===== src/rtl/core/text_console_writer_top_assert.svh =====
// Assertion macros shared by the text console writer RTL.
// Each macro expects clk_i and rst_ni in the scope where it is used.
`ifndef TEXT_CONSOLE_WRITER_TOP_ASSERT_SVH
`define TEXT_CONSOLE_WRITER_TOP_ASSERT_SVH

// The consequent must hold in the same cycle as the antecedent.
`define TCW_ASSERT_SAME(lbl, ante, cons, msg) \
  lbl: assert property (@(posedge clk_i) disable iff (!rst_ni) (ante) |-> (cons)) \
    else $error(msg);

// The consequent must hold in the cycle after the antecedent.
`define TCW_ASSERT_NEXT(lbl, ante, cons, msg) \
  lbl: assert property (@(posedge clk_i) disable iff (!rst_ni) (ante) |=> (cons)) \
    else $error(msg);

`endif


===== src/rtl/core/tcw_pkg.sv =====
// Package for the text console writer: field widths, character codes and
// the command type passed from the front end to the execution back end.
// No dependencies.
`timescale 1ns / 1ps

package tcw_pkg;

  localparam int unsigned COLUMNS_DEFAULT = 80;
  localparam int unsigned ROWS_DEFAULT    = 25;

  localparam int unsigned ACTION_W   = 1;
  localparam int unsigned CHAR_W     = 8;
  localparam int unsigned INDEX_W    = 11;
  localparam int unsigned COLOR_W    = 8;
  localparam int unsigned CELL_W     = 16;
  localparam int unsigned COL_PORT_W = 7;
  localparam int unsigned ROW_PORT_W = 5;

  localparam int unsigned QUEUE_DEPTH = 2;

  localparam logic [ACTION_W-1:0] ACTION_READ  = 1'b1;
  localparam logic [CHAR_W-1:0]   BLANK_CHAR   = 8'h20;
  localparam logic [CHAR_W-1:0]   NEWLINE_CHAR = 8'h0A;
  localparam logic [COLOR_W-1:0]  RESET_COLOR  = 8'h07;

  typedef enum logic [1:0] {
    OP_PUT,
    OP_NEWLINE,
    OP_READ
  } tcw_op_e;

  typedef struct packed {
    tcw_op_e              op;
    logic [CHAR_W-1:0]    glyph;
    logic [INDEX_W-1:0]   index;
    logic                 in_range;
  } tcw_cmd_t;

endpackage


===== src/rtl/core/tcw_front.sv =====
// Front end of the text console writer: accepts input transactions and
// classifies them into commands held in one register stage. Uses tcw_pkg.
`timescale 1ns / 1ps

module tcw_front #(
  parameter int unsigned COLUMNS = tcw_pkg::COLUMNS_DEFAULT,
  parameter int unsigned ROWS    = tcw_pkg::ROWS_DEFAULT
) (
  input  logic                           clk_i,
  input  logic                           rst_ni,
  input  logic                           clear_busy_i,
  input  logic                           in_valid_i,
  output logic                           in_ready_o,
  input  logic [tcw_pkg::ACTION_W-1:0]   action_i,
  input  logic [tcw_pkg::CHAR_W-1:0]     char_code_i,
  input  logic [tcw_pkg::INDEX_W-1:0]    cell_index_i,
  output logic                           push_valid_o,
  input  logic                           push_ready_i,
  output tcw_pkg::tcw_cmd_t              push_cmd_o
);

  import tcw_pkg::*;

  localparam int unsigned CellCount = COLUMNS * ROWS;

  logic     hold_q, hold_d;
  tcw_cmd_t cmd_q, cmd_d;
  logic     accept;

  assign in_ready_o   = !clear_busy_i && (!hold_q || push_ready_i);
  assign accept       = in_valid_i && in_ready_o;
  assign push_valid_o = hold_q;
  assign push_cmd_o   = cmd_q;

  always_comb begin
    cmd_d.glyph    = char_code_i;
    cmd_d.index    = cell_index_i;
    cmd_d.in_range = (32'(cell_index_i) < CellCount);
    if (action_i == ACTION_READ) begin
      cmd_d.op = OP_READ;
    end else if (char_code_i == NEWLINE_CHAR) begin
      cmd_d.op = OP_NEWLINE;
    end else begin
      cmd_d.op = OP_PUT;
    end
  end

  always_comb begin
    hold_d = hold_q;
    if (accept) begin
      hold_d = 1'b1;
    end else if (push_ready_i) begin
      hold_d = 1'b0;
    end
  end

  always_ff @(posedge clk_i or negedge rst_ni) begin
    if (!rst_ni) begin
      hold_q <= 1'b0;
    end else begin
      hold_q <= hold_d;
    end
  end

  always_ff @(posedge clk_i) begin
    if (accept) begin
      cmd_q <= cmd_d;
    end
  end

endmodule


===== config.mk =====
export PLATFORM = sky130hd
export DESIGN_NAME = tcw_front
export DESIGN_NICKNAME = d
export VERILOG_FILES = /design/src/rtl/core/text_console_writer_top_assert.svh /design/src/rtl/core/tcw_pkg.sv /design/src/rtl/core/tcw_front.sv
export SDC_FILE = /design/constraint.sdc
export NUM_CORES = 1
export LEC_CHECK = 0
export BUFFER_PORTS_ARGS = -buffer_cell sky130_fd_sc_hd__buf_2
export CAP_MARGIN = 20
export CORE_UTILIZATION = 45
export CTS_BUF_LIST = sky130_fd_sc_hd__clkbuf_2
export DETAILED_ROUTE_END_ITERATION = 8
export PLACE_DENSITY = 0.85
export SKIP_LAST_GASP = 1
export SYNTH_ARGS = -nofsm -noshare
export SYNTH_HDL_FRONTEND = slang
export SYNTH_SLANG_ARGS = --single-unit

===== constraint.sdc =====
create_clock -name clk_i -period 3.75 [get_ports clk_i]
set_input_delay 0.75 -clock clk_i [delete_from_list [all_inputs] [get_ports clk_i]]
set_output_delay 0.75 -clock clk_i [all_outputs]
set_load 0.005 [all_outputs]

==> impl_metrics.toml <==
[finish]
area_growth_pct = 38.33
post-route-util_pct = 68.14
diodes = 0
nNetsFinal = 112
drive_gt1_share_pct = 61.63

[logic_synthesis]
synth-seq-area-share_pct = 91.33
synth-edff-count = 22
synthTopCellsByArea = "edfxtp_1 88%, dfrtp_1 3.3%, nand2b_1 1.7%"
synth-seq-cells = 23
synth_common_cells = "22 x edfxtp_1, 2 x nand2b_1, 2 x nor2_1"
synth_nets = 58
synthFlopType = "edfxtp_1"
synth_top_area_share_pct = 88.00
syn_inst = 33
yosys_warnings = 0
yosys.area.top_type = "edfxtp_1"
ys_async_sr_fraction_pct = 4.348
syn-mean-instance-area_um2 = 22.75
synth_cell_types = 10
netlist_area_um2 = 750.7
yosysMostFrequentCell = "edfxtp_1"

[setup_path]
r2r.worst_path.cells = 3
worst_ep_arrival_time_ns = 1.22
crit_type = "in2out"
path_max_fanout = 3
startpoint_type = "input pin"
endpoint = "in_ready_o"
r2r_start = "push_valid_o"
r2r_setup_slack_ns = 2.47
worst_ep_required_time_ns = 3.00
rr_endpoint = "push_cmd_o[0]"
worst_setup_path_end_kind = "output pin"
crit_start = "push_ready_i"

[place]
routabilityCongestion = 0.7038
io_buffers = 48

[die]
die_x_um = 42.85
die-area_um2 = 1836
core_um2 = 1524
start_util_pct = 49.26
die_y_um = 42.85
io_pins = 49
rows = 14

[route]
remaining_drc_errors = 0
antenna_left = 0
wl_per_cell_um = 13.51
drt_iter0_drc = 7
vias_per_cell = 4.971
vias = 507
wirelength_mm = 1.378
drt_first_pass_iters = 2

[clock_network]
cts-root-buf = "clkbuf_2"
ctsHoldBuffers = 0
clock_path_buffers = 2
clkLatencyLatePin_ns = 0.31
numClockSinks = 23
cts_tree = "built"
post_cts_buffers = 0
h-tree-depth = 1
numCtsBuffers = 3
cts_resized = 0
clk_pin_slew_ns = 0.19

[run_status]
status = "finished, final reports clean"

[power]
p_leak_nw = 0.4557
power_density_nw_per_um2 = 410.1
vdd_drop_max_mv = 0.2851
power_mw = 0.4259

[sta]
hold_viol = 0
skew_ns = 0.008983
max_freq_mhz = 508.4
period_share_pct = 52.45
finalCriticalPeriod_ns = 1.967
setup_viol = 0
maxSlewHeadroom_pct = 82.04
worstMarginPinSlew_ns = 0.2694
rsz0062_at_grt = "false"
setup-tns-final_ns = 0
drv_slew = 0

[hold_path]
hold_path_class = "in2async"

[global_route]
grt_max_degree = 23
first_global_vias = 513
gr-total-overflow = 0
grt_pass1_wl_mm = 2.139
antenna_found_initial = 0
grt_use_total_pct = 16.73

[run]
drv_cap = 0
## report_power, final
part           switching (mW)  total, mW  internal, mW
Clock                  0.0654     0.0936        0.0283
Combinational          0.0175     0.0359        0.0185
Sequential            0.00236      0.296         0.294
## layer usage
metal / part of all wire, % / GRT usage (%)
met1: 36 / 16.52
met2: 49 / 30.00
met3: 13 / 5.532
met4: 0.94 / 9.375
met5: 0 / 0
## state kept, by name (all words and copies together), names as in the netlist
name          flops
push_valid_o      1
push_cmd_o       22
## cells in the final DEF, fill, tap and decap left out, drive strengths merged
cell type,netlist,routed
nor2,2,2
edfxtp,22,22
o2111ai,1,1
nor4,1,1
buf,0,49
nor2b,1,1
nor3b,1,1
and4b,1,1
nand2b,2,2
clkbuf,0,4
dfrtp,1,1
and3,1,1
## through the flow
stage	instance area (um^2)	hold WS, ns	instances	setup WS [ns]
after floorplan	750.7	0.4544	33	1.509
after global placement	1018	0.5254	98	1.834
after detailed placement	1018	0.5260	98	1.788
after CTS	1039	0.1532	102	1.786
after global routing	1039	0.1278	102	1.713
final	1039	0.1659	102	1.783
## how the worst min path moves through the flow
stage               startpoint      endpoint  slack (ns)  depth (start not counted)
floorplan               rst_ni  push_valid_o        0.45                          0
global placement        rst_ni  push_valid_o        0.53                          1
detailed placement      rst_ni  push_valid_o        0.53                          1
CTS                     rst_ni  push_valid_o        0.15                          1
global route            rst_ni  push_valid_o        0.13                          1
finish                  rst_ni  push_valid_o        0.17                          1
## critical path: stages
cell and delay, ns:
buf_2 0.10, nor2b_1 0.19, nor2_1 0.06, buf_2 0.12
## kinds of logic after synthesis
family / after synthesis / synth area share (%)
flops: 23 / 91.33
simple gates: 9 / 7.502
compound gates: 1 / 1.167
## area by class of cell
cell class,count,area (um^2)
sequential,23,685.7
fill,108,485.5
timing repair buffer,49,247.7
multi-input combinational,10,65.06
clock buffer,4,20.02
tap,16,20.02
No activity file was read; power rests on OpenSTA's default activity.
