File: src/rtl/core/text_console_writer_top_assert.svh
// Assertion macros shared by the text console writer RTL.
// Each macro expects clk_i and rst_ni in the scope where it is used.
`ifndef TEXT_CONSOLE_WRITER_TOP_ASSERT_SVH
`define TEXT_CONSOLE_WRITER_TOP_ASSERT_SVH

// The consequent must hold in the same cycle as the antecedent.
`define TCW_ASSERT_SAME(lbl, ante, cons, msg) \
  lbl: assert property (@(posedge clk_i) disable iff (!rst_ni) (ante) |-> (cons)) \
    else $error(msg);

// The consequent must hold in the cycle after the antecedent.
`define TCW_ASSERT_NEXT(lbl, ante, cons, msg) \
  lbl: assert property (@(posedge clk_i) disable iff (!rst_ni) (ante) |=> (cons)) \
    else $error(msg);

`endif

File: src/rtl/core/tcw_pkg.sv
// Package for the text console writer: field widths, character codes and
// the command type passed from the front end to the execution back end.
// No dependencies.
`timescale 1ns / 1ps

package tcw_pkg;

  localparam int unsigned COLUMNS_DEFAULT = 80;
  localparam int unsigned ROWS_DEFAULT    = 25;

  localparam int unsigned ACTION_W   = 1;
  localparam int unsigned CHAR_W     = 8;
  localparam int unsigned INDEX_W    = 11;
  localparam int unsigned COLOR_W    = 8;
  localparam int unsigned CELL_W     = 16;
  localparam int unsigned COL_PORT_W = 7;
  localparam int unsigned ROW_PORT_W = 5;

  localparam int unsigned QUEUE_DEPTH = 2;

  localparam logic [ACTION_W-1:0] ACTION_READ  = 1'b1;
  localparam logic [CHAR_W-1:0]   BLANK_CHAR   = 8'h20;
  localparam logic [CHAR_W-1:0]   NEWLINE_CHAR = 8'h0A;
  localparam logic [COLOR_W-1:0]  RESET_COLOR  = 8'h07;

  typedef enum logic [1:0] {
    OP_PUT,
    OP_NEWLINE,
    OP_READ
  } tcw_op_e;

  typedef struct packed {
    tcw_op_e              op;
    logic [CHAR_W-1:0]    glyph;
    logic [INDEX_W-1:0]   index;
    logic                 in_range;
  } tcw_cmd_t;

endpackage

File: src/rtl/core/tcw_queue.sv
// Short command queue between the front end and the back end of the
// text console writer. Uses tcw_pkg.
`timescale 1ns / 1ps

module tcw_queue (
  input  logic              clk_i,
  input  logic              rst_ni,
  input  logic              push_valid_i,
  output logic              push_ready_o,
  input  tcw_pkg::tcw_cmd_t push_cmd_i,
  output logic              pop_valid_o,
  input  logic              pop_ready_i,
  output tcw_pkg::tcw_cmd_t pop_cmd_o
);

  import tcw_pkg::*;

  localparam int unsigned PtrW = (QUEUE_DEPTH > 1) ? $clog2(QUEUE_DEPTH) : 1;
  localparam int unsigned CntW = $clog2(QUEUE_DEPTH + 1);

  tcw_cmd_t            entries_q [QUEUE_DEPTH];
  logic [PtrW-1:0]     wr_ptr_q, wr_ptr_d;
  logic [PtrW-1:0]     rd_ptr_q, rd_ptr_d;
  logic [CntW-1:0]     count_q, count_d;
  logic                push, pop;

  assign push_ready_o = (count_q != CntW'(QUEUE_DEPTH));
  assign pop_valid_o  = (count_q != '0);
  assign pop_cmd_o    = entries_q[rd_ptr_q];
  assign push         = push_valid_i && push_ready_o;
  assign pop          = pop_valid_o && pop_ready_i;

  always_comb begin
    wr_ptr_d = wr_ptr_q;
    rd_ptr_d = rd_ptr_q;
    count_d  = count_q;
    if (push) begin
      wr_ptr_d = (wr_ptr_q == PtrW'(QUEUE_DEPTH - 1)) ? '0 : PtrW'(wr_ptr_q + 1'b1);
    end
    if (pop) begin
      rd_ptr_d = (rd_ptr_q == PtrW'(QUEUE_DEPTH - 1)) ? '0 : PtrW'(rd_ptr_q + 1'b1);
    end
    if (push && !pop) begin
      count_d = CntW'(count_q + 1'b1);
    end else if (pop && !push) begin
      count_d = CntW'(count_q - 1'b1);
    end
  end

  always_ff @(posedge clk_i or negedge rst_ni) begin
    if (!rst_ni) begin
      wr_ptr_q <= '0;
      rd_ptr_q <= '0;
      count_q  <= '0;
    end else begin
      wr_ptr_q <= wr_ptr_d;
      rd_ptr_q <= rd_ptr_d;
      count_q  <= count_d;
    end
  end

  always_ff @(posedge clk_i) begin
    if (push) begin
      entries_q[wr_ptr_q] <= push_cmd_i;
    end
  end

endmodule

File: config.mk
export PLATFORM = sky130hd
export DESIGN_NAME = tcw_queue
export DESIGN_NICKNAME = d
export VERILOG_FILES = /design/src/rtl/core/text_console_writer_top_assert.svh /design/src/rtl/core/tcw_pkg.sv /design/src/rtl/core/tcw_queue.sv
export SDC_FILE = /design/constraint.sdc
export NUM_CORES = 1
export LEC_CHECK = 0
export ABC_AREA = 1
export BUFFER_PORTS_ARGS = -buffer_cell sky130_fd_sc_hd__buf_4
export CAP_MARGIN = 20
export CORE_MARGIN = 5
export CORE_UTILIZATION = 51
export CTS_CLUSTER_SIZE = 40
export DETAILED_ROUTE_END_ITERATION = 6
export PLACE_DENSITY = 0.8
export SYNTH_ARGS = -nofsm -noshare
export SYNTH_HDL_FRONTEND = slang
export SYNTH_SLANG_ARGS = --single-unit
File: constraint.sdc
create_clock -name clk_i -period 2.4 [get_ports clk_i]
set_clock_uncertainty 0.05 [all_clocks]
set_input_delay 0.24 -clock clk_i [delete_from_list [all_inputs] [get_ports clk_i]]
set_output_delay 0.24 -clock clk_i [all_outputs]
set_load 0.05 [all_outputs]
==> impl.org <==
** Timing
- In the post-route analysis, the smallest setup slack over all paths is 0.621 ns.
- Number of failing hold endpoints at the final stage :: 0
- Hold is met by around 0.071 ns.
- Setup repair after global routing left no endpoint under its margin.
- The max-slew violation count is 0.
- Aggregate negative setup slack :: 0 ns
- Worst-case headroom to the max-slew limit :: 0.739
- Slew at the pin with the worst max-slew slack :: 0.390 ns
- For this run, the top clock speed supported by timing is approximately 0.56 GHz.
- Setup violations remaining at the end of the flow were counted as 0.
- Final worst path period need :: 1.78 ns
- Of the available clock period, the critical path in the final layout requires 0.741.

** Clocking
- Clock Pin Slew Worst Setup and Hold Paths :: between 0.1 and 0.15 ns
- TritonCTS built the clock tree.
- Buffers inserted to repair hold after CTS numbered 20.
- CTS placed an instance of sky130_fd_sc_hd__clkbuf_4 at the clock tree root.
- Post-CTS repair changed the size of 0 cells.
- Buffer levels on the longest clock path :: 2
- Worst-skew pair later-pin latency :: 0.36 ns
- The H-tree was split into 2 levels.
- Number of CTS-inserted buffers :: 5
- Total number of clock tree sinks :: 48
- The number of setup buffers added after CTS is 0.

** Logic synthesis
- The synthesized design contains 48 register bits.
- A synthesized cell averages 12.8 um2.
- Counting every instance in the synthesized netlist gives ~140.
- The netlist uses 13 different library cells.
- Warning count from the yosys run :: 0
- Netlist area before placement :: between 1500 and 2000 um2
- Nets in the synthesized netlist :: between 150 and 200
- For this run, the register share of the synthesized area comes to 0.779.

** Placement
- Placed cell areas :: 2240 um2
- Weighted congestion reported at the end of routability-driven placement :: 0.731
- During placement, the flow inserted port buffers numbering 49.
- Placed insts :: about 240
- Summed over all nets, the half-perimeter wirelength after detailed placement is 2220 um.
- Worst slack at placement :: between 0.8 and 0.9 ns

** Power
- Overall power consumption after layout is estimated at 3.44 mW.
- Power density normalized to cell area :: 1350 nW/um2
- The share of total power dissipated in combinational logic is 0.510.
- Max rail drop VDD :: 738 uV
- Sw Ratio :: 0.462
- The analysis attributes to cell leakage a power of 1.13 nW.
- Net switching component of the power :: about 1.6 mW
- The share of total power dissipated in the clock network is 0.139.
- Of the total power, registers draw 0.351.
- The internal portion of the total power is 1.85 mW.

** Worst setup path
- Endpoint arrival time on the critical path :: 1.49 ns
- Data on the critical path is required at its endpoint by 2.11 ns.
- Maximum net fanout on the critical path :: 23
- On the worst path, the slowest cell contributes a delay of 0.41 ns.
- STA classifies the critical path endpoint as an output pin.
- CP dominant cell by count :: sky130_fd_sc_hd__nand2_1
- For flop-to-flop paths, the worst setup slack is 0.82 ns.
- The critical path goes through inv_2 > nand2_1 > nand2_1 > buf_4.
- The worst register-to-register path begins at count_q[0].
- For this design, the slowest cell found on the critical path is sky130_fd_sc_hd__dfrtp_1.
- The worst setup path is of the register to output pin kind.
- For the worst flop-to-flop path, the logic depth is 9.
- The endpoint identified for the worst register-to-register timing path is count_q[1].
- The worst setup path is launched from a register.

** Final layout
- The repair_antennas step left the layout with diodes totalling 0.
- Number of nets in the finished design :: approximately 250
- Final design utilization :: 0.754
- Area occupied by multi-input gates :: 344 um2
- Final cell area excluding filler cells :: 2550 um2
- Leaving out fill and tap cells, the most frequent cells in the layout are sky130_fd_sc_hd__nand2_1 (76), sky130_fd_sc_hd__buf_4 (52), sky130_fd_sc_hd__edfxtp_1 (44), sky130_fd_sc_hd__dlygate4sd3_1 (23), sky130_fd_sc_hd__inv_1 (6).
- Area grow syn2layout :: 40.1%
- Count of filler cells inserted in the layout :: 217
- Of the cells placed in the final design, the portion with a size suffix greater than 1 is 0.284.
- Leaving out fill and tap cells, the most frequent cell in the layout is sky130_fd_sc_hd__nand2_1.
- In the final layout, flip-flops and latches occupy 1420 um2.
- The finished layout holds approximately 270 standard cells, fillers aside.

** GRT
- For this run, the total global-route usage over all layers was measured as 0.156.
- Global routing met2 resource utilization :: 0.282
- The number of global-route vias before repair came to 1289.
- Total overflow reported by the global router :: 0
- met2 is the most crowded layer.
- In the global route stage, met1 resource usage came out at 0.159.
- For this run, global-route usage on met3 was measured as 0.0565.
- The first global-routing pass estimated 5820 um of wire.
- Maximum number of pins on one net before global-route repair :: 24
- The number of antenna violations at the first check in global routing was 0.

** Floorplan
- IO Pins :: 50
- The initial utilization of the core area, before any placement, comes to 0.538.
- The die covers 4870 um2.
- In this run the standard cell core region covers 3390 um2.
- X dimension of the die :: 69.8 um
- From bottom edge to top edge, the die measures ~70 um.
- Row cnt :: 21

** Routing
- Post-detailed-routing wire length :: ~3600 um
- Dividing the detail-routed via count by the number of cells gives ~4.6.
- Routed WL per cell :: 13.4 um
- For this run, the detailed router's first-pass iteration total came to 6.
- Overall via count from detail_route :: 1226
- 1st-iter DRT viols :: 48
- Once detail routing completed, the nets flagged for antenna violations numbered 0.
- For this run, design rule violations remaining after detail routing come to 0.

** Min path
- In this run the most critical hold path is launched from pop_ready_i.
- Min-delay worst type :: input port to register
- Hold Crit Endpoint :: rd_ptr_q
- Along the worst hold path, the cell count comes to 3.

** Job
- Number of max-cap violations :: 0

** Run status
- Outcome :: finished, final reports clean
-- power by group through the flow --
stage               clock network, mW  logic [mW]  registers (mW)
floorplan                           0        1.24            1.22
global placement                    0        1.71            1.22
detailed placement                  0        1.73            1.23
CTS                             0.486        1.77            1.21
global route                    0.529        1.87            1.22
finish                          0.477        1.75            1.21
-- logic make-up after synthesis --
family                   share of synthesized area
AND/OR/NAND/NOR                              0.169
adder cells (fa/ha/maj)                    0.00686
buffers and inverters                       0.0350
XOR/XNOR                                   0.00960
flip-flops                                   0.779
-- layout make-up --
type / instances / share of cell area
clock buffers: 5 / 0.0147
inverters: 7 / 0.0103
well taps: 46 / 0.0225
clock inverters: 3 / 0.0186
flip-flops and latches: 48 / 0.556
repair buffers: 75 / 0.243
multi-input cells: 84 / 0.135
-- critical path, delay by kind of cell (launching register included) --
family	cells	cell delay, ns
buffers and inverters	2	0.51
flip-flops	1	0.41
AND/OR/NAND/NOR	2	0.21
-- synth_stat cells --
cell	number	area share
sky130_fd_sc_hd__buf_6	2	0.012
sky130_fd_sc_hd__dfrtp_1	4	0.055
sky130_fd_sc_hd__xnor2_1	1	0.0048
sky130_fd_sc_hd__inv_1	6	0.012
sky130_fd_sc_hd__edfxtp_1	44	0.72
sky130_fd_sc_hd__ha_1	1	0.0069
sky130_fd_sc_hd__nand2_1	76	0.16
sky130_fd_sc_hd__xor2_1	1	0.0048
sky130_fd_sc_hd__inv_2	1	0.0021
sky130_fd_sc_hd__nand4_1	1	0.0034
sky130_fd_sc_hd__buf_4	2	0.0082
sky130_fd_sc_hd__nand3_1	2	0.0055
sky130_fd_sc_hd__nor2_1	2	0.0041
-- flip-flops by register name, indices dropped and copies added, names as in the netlist --
signal and flops:
entries_q 44, count_q 2, rd_ptr_q 1, wr_ptr_q 1
-- routing by layer --
metal | share of wire | wire, um
met1 | 0.37 | 1320
met2 | 0.55 | 1990
met3 | 0.059 | 211
met4 | 0.022 | 79
met5 | 0 | 0
-- worst max-delay path by stage --
| stage | from | end | cells after the start |
|---|---|---|---|
| 2_1_floorplan | count_q[0] | entries_q[0][0] | 4 |
| 3_3_place_gp | count_q[0] | count_q[1] | 9 |
| 3_5_place_dp | count_q[0] | count_q[1] | 9 |
| 4_1_cts | rd_ptr_q | pop_cmd_o[21] | 4 |
| 5_1_grt | rd_ptr_q | pop_cmd_o[20] | 4 |
| 6_report | rd_ptr_q | pop_cmd_o[21] | 4 |
Power figures use the tool's default switching activity.
